### src/hdl/dfl_pkg.sv
// ============================================================================
// dfl_pkg: shared types and constants for the dated rate floor lookup
// Entry layout, date and amount limits, status codes and sequencer states.
// ============================================================================
package dfl_pkg;

    // Field widths
    localparam int YEAR_W     = 14;
    localparam int MD_W       = 7;
    localparam int RATE_W     = 32;
    localparam int AMT_W      = 32;
    localparam int STATUS_W   = 3;
    localparam int PROD_W     = 42;

    // Largest key is 16383*10000 + 127*100 + 127, which needs 28 bits
    localparam int KEY_W      = 28;

    // An accepted amount is at most 4096000, which fits in 22 bits
    localparam int MUL_A_W    = 22;
    localparam int PROD_FULL_W = MUL_A_W + RATE_W;
    localparam int FRAC_SHIFT = 12;

    // Key scaling
    localparam int YEAR_SCALE  = 10000;
    localparam int MONTH_SCALE = 100;

    // Query date window and amount limit (1000.0 in Q19.12)
    localparam logic [YEAR_W-1:0] YEAR_MIN  = 14'd2009;
    localparam logic [YEAR_W-1:0] YEAR_MAX  = 14'd2024;
    localparam logic [MD_W-1:0]   MONTH_MIN = 7'd1;
    localparam logic [MD_W-1:0]   MONTH_MAX = 7'd12;
    localparam logic [MD_W-1:0]   DAY_MIN   = 7'd1;
    localparam logic [MD_W-1:0]   DAY_MAX   = 7'd31;
    localparam logic [AMT_W-1:0]  AMOUNT_LIMIT = 32'd4096000;

    // Request opcodes
    localparam logic OP_LOAD  = 1'b0;
    localparam logic OP_QUERY = 1'b1;

    typedef enum logic [STATUS_W-1:0] {
        ST_OK        = 3'd0,
        ST_BAD_DATE  = 3'd1,
        ST_NEGATIVE  = 3'd2,
        ST_TOO_LARGE = 3'd3,
        ST_FULL      = 3'd4,
        ST_LOADED    = 3'd5
    } status_t;

    typedef struct packed {
        logic [KEY_W-1:0]  key;
        logic [RATE_W-1:0] rate;
    } entry_t;

    typedef struct packed {
        logic [KEY_W-1:0] key;
        status_t          status;
    } check_t;

    typedef enum logic [3:0] {
        S_IDLE,
        S_START,
        S_SEARCH,
        S_PROBE,
        S_MATCH,
        S_PREV,
        S_SHIFT,
        S_INSERT,
        S_MUL,
        S_DONE
    } state_t;

endpackage

### src/hdl/dfl_key.sv
// ============================================================================
// dfl_key: date key and query check
// Form the date key and the query status on capture, hold them registered.
// ============================================================================
module dfl_key (
    input  logic                         clk,
    input  logic                         load,
    input  logic [dfl_pkg::YEAR_W-1:0]   year,
    input  logic [dfl_pkg::MD_W-1:0]     month,
    input  logic [dfl_pkg::MD_W-1:0]     day,
    input  logic [dfl_pkg::AMT_W-1:0]    amount,
    output dfl_pkg::check_t              chk
);

    logic [dfl_pkg::KEY_W-1:0] year_term;
    logic [dfl_pkg::KEY_W-1:0] month_term;
    dfl_pkg::check_t           chk_next;
    dfl_pkg::check_t           chk_reg;

    always_comb
    begin
        year_term  = dfl_pkg::KEY_W'(year)
                   * dfl_pkg::KEY_W'(dfl_pkg::YEAR_SCALE);
        month_term = dfl_pkg::KEY_W'(month)
                   * dfl_pkg::KEY_W'(dfl_pkg::MONTH_SCALE);
        chk_next.key = year_term + month_term + dfl_pkg::KEY_W'(day);

        // Date first, then sign, then the upper amount limit
        priority if (year < dfl_pkg::YEAR_MIN || year > dfl_pkg::YEAR_MAX ||
                     month < dfl_pkg::MONTH_MIN || month > dfl_pkg::MONTH_MAX ||
                     day < dfl_pkg::DAY_MIN || day > dfl_pkg::DAY_MAX)
        begin
            chk_next.status = dfl_pkg::ST_BAD_DATE;
        end
        else if (amount[dfl_pkg::AMT_W-1])
        begin
            chk_next.status = dfl_pkg::ST_NEGATIVE;
        end
        else if (amount > dfl_pkg::AMOUNT_LIMIT)
        begin
            chk_next.status = dfl_pkg::ST_TOO_LARGE;
        end
        else
        begin
            chk_next.status = dfl_pkg::ST_OK;
        end
    end

    always_ff @(posedge clk)
    begin
        if (load)
        begin
            chk_reg <= chk_next;
        end
    end

    assign chk = chk_reg;

endmodule

### config.mk
export PLATFORM = sky130hd
export DESIGN_NAME = dfl_key
export DESIGN_NICKNAME = d
export VERILOG_FILES = /design/src/hdl/dfl_pkg.sv /design/src/hdl/dfl_key.sv
export SDC_FILE = /design/constraint.sdc
export NUM_CORES = 1
export LEC_CHECK = 0
export BUFFER_PORTS_ARGS = -buffer_cell sky130_fd_sc_hd__buf_2
export CAP_MARGIN = 20
export CELL_PAD_IN_SITES_DETAIL_PLACEMENT = 0
export CELL_PAD_IN_SITES_GLOBAL_PLACEMENT = 1
export CORE_ASPECT_RATIO = 0.75
export CORE_UTILIZATION = 45
export DETAILED_ROUTE_END_ITERATION = 10
export GPL_ROUTABILITY_DRIVEN = 0
export PLACE_DENSITY = 0.87
export SYNTH_ARGS = -nofsm -noshare
export SYNTH_HDL_FRONTEND = slang
export SYNTH_SLANG_ARGS = --single-unit
### constraint.sdc
create_clock -name clk -period 6.5 [get_ports clk]
set_clock_uncertainty 0.2 [all_clocks]
set_input_delay 0.65 -clock clk [delete_from_list [all_inputs] [get_ports clk]]
set_output_delay 0.65 -clock clk [all_outputs]
set_load 0.01 [all_outputs]
* Word-level counts from Yosys, hierarchy flattened
Index checks and enable logic that the tools add are counted.
Word-level totals: input port bits 62, output and inout bits 31, flip-flop bits (word level) 31
Cells by class: add/subtract/negate cells 2, magnitude comparators 7, $mul 2, mux-type cells 2, reductions and logical operators 6
Operator list (number):
- > comparator 32 x 22 -> 1 bit, second input constant | 1
- adder 28 x 14 -> 28 bit | 1
- adder 28 x 7 -> 28 bit | 1
- multiplier 14 x 10 -> 24 bit, second input constant | 1
- > comparator 14 x 11 -> 1 bit, second input constant | 1
- less-than comparator 14 x 11 -> 1 bit, second input constant | 1
- less-than comparator 7 x 1 -> 1 bit, second input constant | 2
- multiplier 7 x 5 -> 12 bit, second input constant | 1
- > comparator 7 x 4 -> 1 bit, second input constant | 1
- > comparator 7 x 5 -> 1 bit, second input constant | 1
- logical OR 1 bit | 5
- two-way mux 2 bit | 2
- OR reduction 2 bit | 1

* Depth between registers and ports, before layout
word-level depth 7, depth in mapped cells 21, depth with buffers taken out 21

* Least setup slack after synthesis
OpenSTA, ideal clock, no wires.
path type in2reg, from in year[6] (netlist name), to reg chk_reg, in the netlist chk[30] (data pin), data required time 6040 ps, setup slack 1031 ps, data arrival time 5009 ps, stages 19, path through inv_1 fa_1 inv_1 ha_1 fa_1 ha_1 inv_1 fa_1 inv_1 ha_1 a21o_1 a21oi_1 o21ai_0 or3_4 o21a_1 nand3b_4 nand4bb_4 nor4b_4 xnor2_1
RTL lines:
- start, declared | RTL line dfl_key.sv:8 | input logic [dfl_pkg::YEAR_W-1:0] year,
- end signal, assigned | RTL line dfl_key.sv:53 | chk_reg <= chk_next;
- end, declared | RTL line dfl_key.sv:18 | dfl_pkg::check_t chk_reg;

==> reports/metrics.cfg <==
[floorplan]
die_area_sq_um=12000
core_area_sq_um=11100
io_pins=93
num_rows=33
die_h_um=95.2
start_util=0.469
die-width_um=126

[cells_and_area]
area_delta_synth_final_pct=14.5
final_cell_mix=ha_1, inv_1, buf_2
largest_reg_flops=30
final_common_cell=ha_1
drive_above_1_share=0.182
nets=853
fin_util=0.537
antenna_cells=0

[pwr]
p_per_area_nw_per_um2=445
ir_drop_mv=0.236
leakagePower_nw=3.13

[yosys]
synth_area_sq_um=5210
syn_nets=757
synthMuxAreaShare=0
synth_compound_area_frac=0.129
synthSimpleGateAreaFrac=0.0997
synth_edf_count=30
synth_ff_type=edfxtp_1
synth-xor-area-share=0.0723
seq_area_frac_synth=0.173
yosysUniqueCellTypes=57
avgSynthCellArea_sq_um=9.83
synth_fa_ha_area_frac=0.447
yosys_warnings=0
synth_top_family_by_area=adder cells
synth_cells=530
ys_async_sr_fraction=0
ys_ff_latch=30

[route]
firstDrtPassIters=4
drt_iter0_drc=113
wire_per_inst_um=14.8
final_antenna_net_count=0
finalWirelength_mm=11.4
viasPerCell=5.23
vias=4008
drc_errors=0

[global_routing]
grt_pass1_vias=3786
antenna_found_initial=0
grt_use_total=0.190
grt_max_degree=31
overflow=0
grt_pass1_wl_mm=17.8

[setup_path]
critical-path-max-stage-delay_ns=0.58
crit_type=in -> reg
crit_fanout=7
required_ns=6.31
cpMostUsedCell=ha_1
crit_path_start_kind=input pin
worstSetupEndpointType=flop
slowest_stage=a2111oi_1
crit_arrival_ns=5.50
crit_chain=buf_2 > inv_1 > fa_1 > inv_1 > ha_1 > ha_1 > ha_1 > inv_1 > fa_1 > inv_1 > ha_1 > a21oi_2 > o21ai_2 > xor2_1 > ha_1 > nand2_1 > nor3_1 > a2111oi_1 > or2_1 > nor4b_2 > xor2_1

[clocking]
postCtsHoldBufs=0
post-cts-setup-buffer-count=0
cts-htree-levels=2
numCtsBuffers=5
clockBufferDepth=2
cts-resized-gates=0
path_clk_slew_ns=0.05
root_buffer=clkbuf_16
cts_sinks=30
cts_tree=done

[placement]
dpl.hpwl_mm=10.1
io_buffers=91

[timing]
rsz0062_at_grt=no
fin_crit_ns=5.69
fmaxAchievable_mhz=176
maxSlewHeadroom=0.569
final_hold_viol_count=0
worstMarginPinSlew_ns=0.646
maxSlewViolCount=0
setup_violations=0
period_share=0.875
finalSetupTns_ns=0

[run]
maxCapViolations=0

[outcome]
status=complete, no violations

[hold_path]
hp-start=day[0]
hold-path-endpoint=chk[3]
holdPathStages=1
hp-class=in -> reg

final cells by class:
type	instances	area (sq um)
inverter	106	398
fill	1002	5140
multi-input combinational	392	3900
timing repair buffer	91	455
clock inverter	2	8.76
tap	140	175
clock buffer	6	129
sequential	30	901
worst max path at each step:
| stage | from | end | slack (ns) |
|---|---|---|---|
| 2_1_floorplan | year[6] | chk[30] | 1.03 |
| 3_3_place_gp | year[3] | chk[27] | 0.66 |
| 3_5_place_dp | year[3] | chk[27] | 0.54 |
| 4_1_cts | year[3] | chk[27] | 0.80 |
| 5_1_grt | year[3] | chk[27] | 0.49 |
| 6_report | year[3] | chk[27] | 0.81 |
cells in the mapped netlist, drive strengths merged (3+ instances only):
cell | n | area share
o2111ai | 3 | 0.0050
nor4 | 7 | 0.0084
o21ai | 13 | 0.013
a21oi | 35 | 0.035
nand2 | 16 | 0.012
nor3 | 7 | 0.0077
fa | 35 | 0.13
a31oi | 3 | 0.0036
xnor2 | 32 | 0.054
o211ai | 4 | 0.0077
nand2b | 4 | 0.0048
inv | 106 | 0.076
o21bai | 11 | 0.016
ha | 130 | 0.31
nor2 | 20 | 0.014
a21o | 10 | 0.014
edfxtp | 30 | 0.17
nor2b | 3 | 0.0036
o21a | 5 | 0.0072
xor2 | 11 | 0.018
nand3 | 5 | 0.0048
a211oi | 6 | 0.012
and4 | 3 | 0.0050
metal layers:
metal / GRT usage / wire length, um / up-vias
li1: - / - / 2012
met1: 0.266 / 5860 / 1875
met2: 0.305 / 4760 / 110
met3: 0.0297 / 579 / 11
met4: 0.0512 / 148 / 0
met5: 0 / 0 / -
per-stage QoR:
stage / instance area, sq um / hold WS (ns) / power (mW) / setup WS, ns / std cells
after floorplan: 5210 / 0.549 / 1.96 / 1.03 / 530
after global placement: 5830 / 0.641 / 2.38 / 0.660 / 759
after detailed placement: 5830 / 0.648 / 2.43 / 0.537 / 759
after CTS: 5970 / 0.365 / 2.66 / 0.796 / 767
after global routing: 5970 / 0.365 / 2.91 / 0.489 / 767
final: 5970 / 0.369 / 2.65 / 0.814 / 767
cells by family (layout without fill, tap and decap cells):
| group | Yosys count | in the layout |
|---|---|---|
| buf+inv | 108 | 205 |
| other cells | 1 | 1 |
| simple gates | 84 | 84 |
| fa+ha+maj | 165 | 165 |
| compound gates | 99 | 99 |
| flops | 30 | 30 |
| xor+xnor | 43 | 43 |
worst max-delay path, delay by kind of cell:
kind            cells  cell delay, ns
compound gates      3            0.92
buf+inv             5            0.45
fa+ha+maj           7            2.61
simple gates        4            0.51
xor+xnor            2            0.33
power breakdown:
group	total [mW]	switching, mW	internal [mW]
registers	0.392	0.0161	0.376
clock network	0.212	0.0733	0.139
logic	2.05	1.17	0.878
No activity file was read; power rests on OpenSTA's default activity.
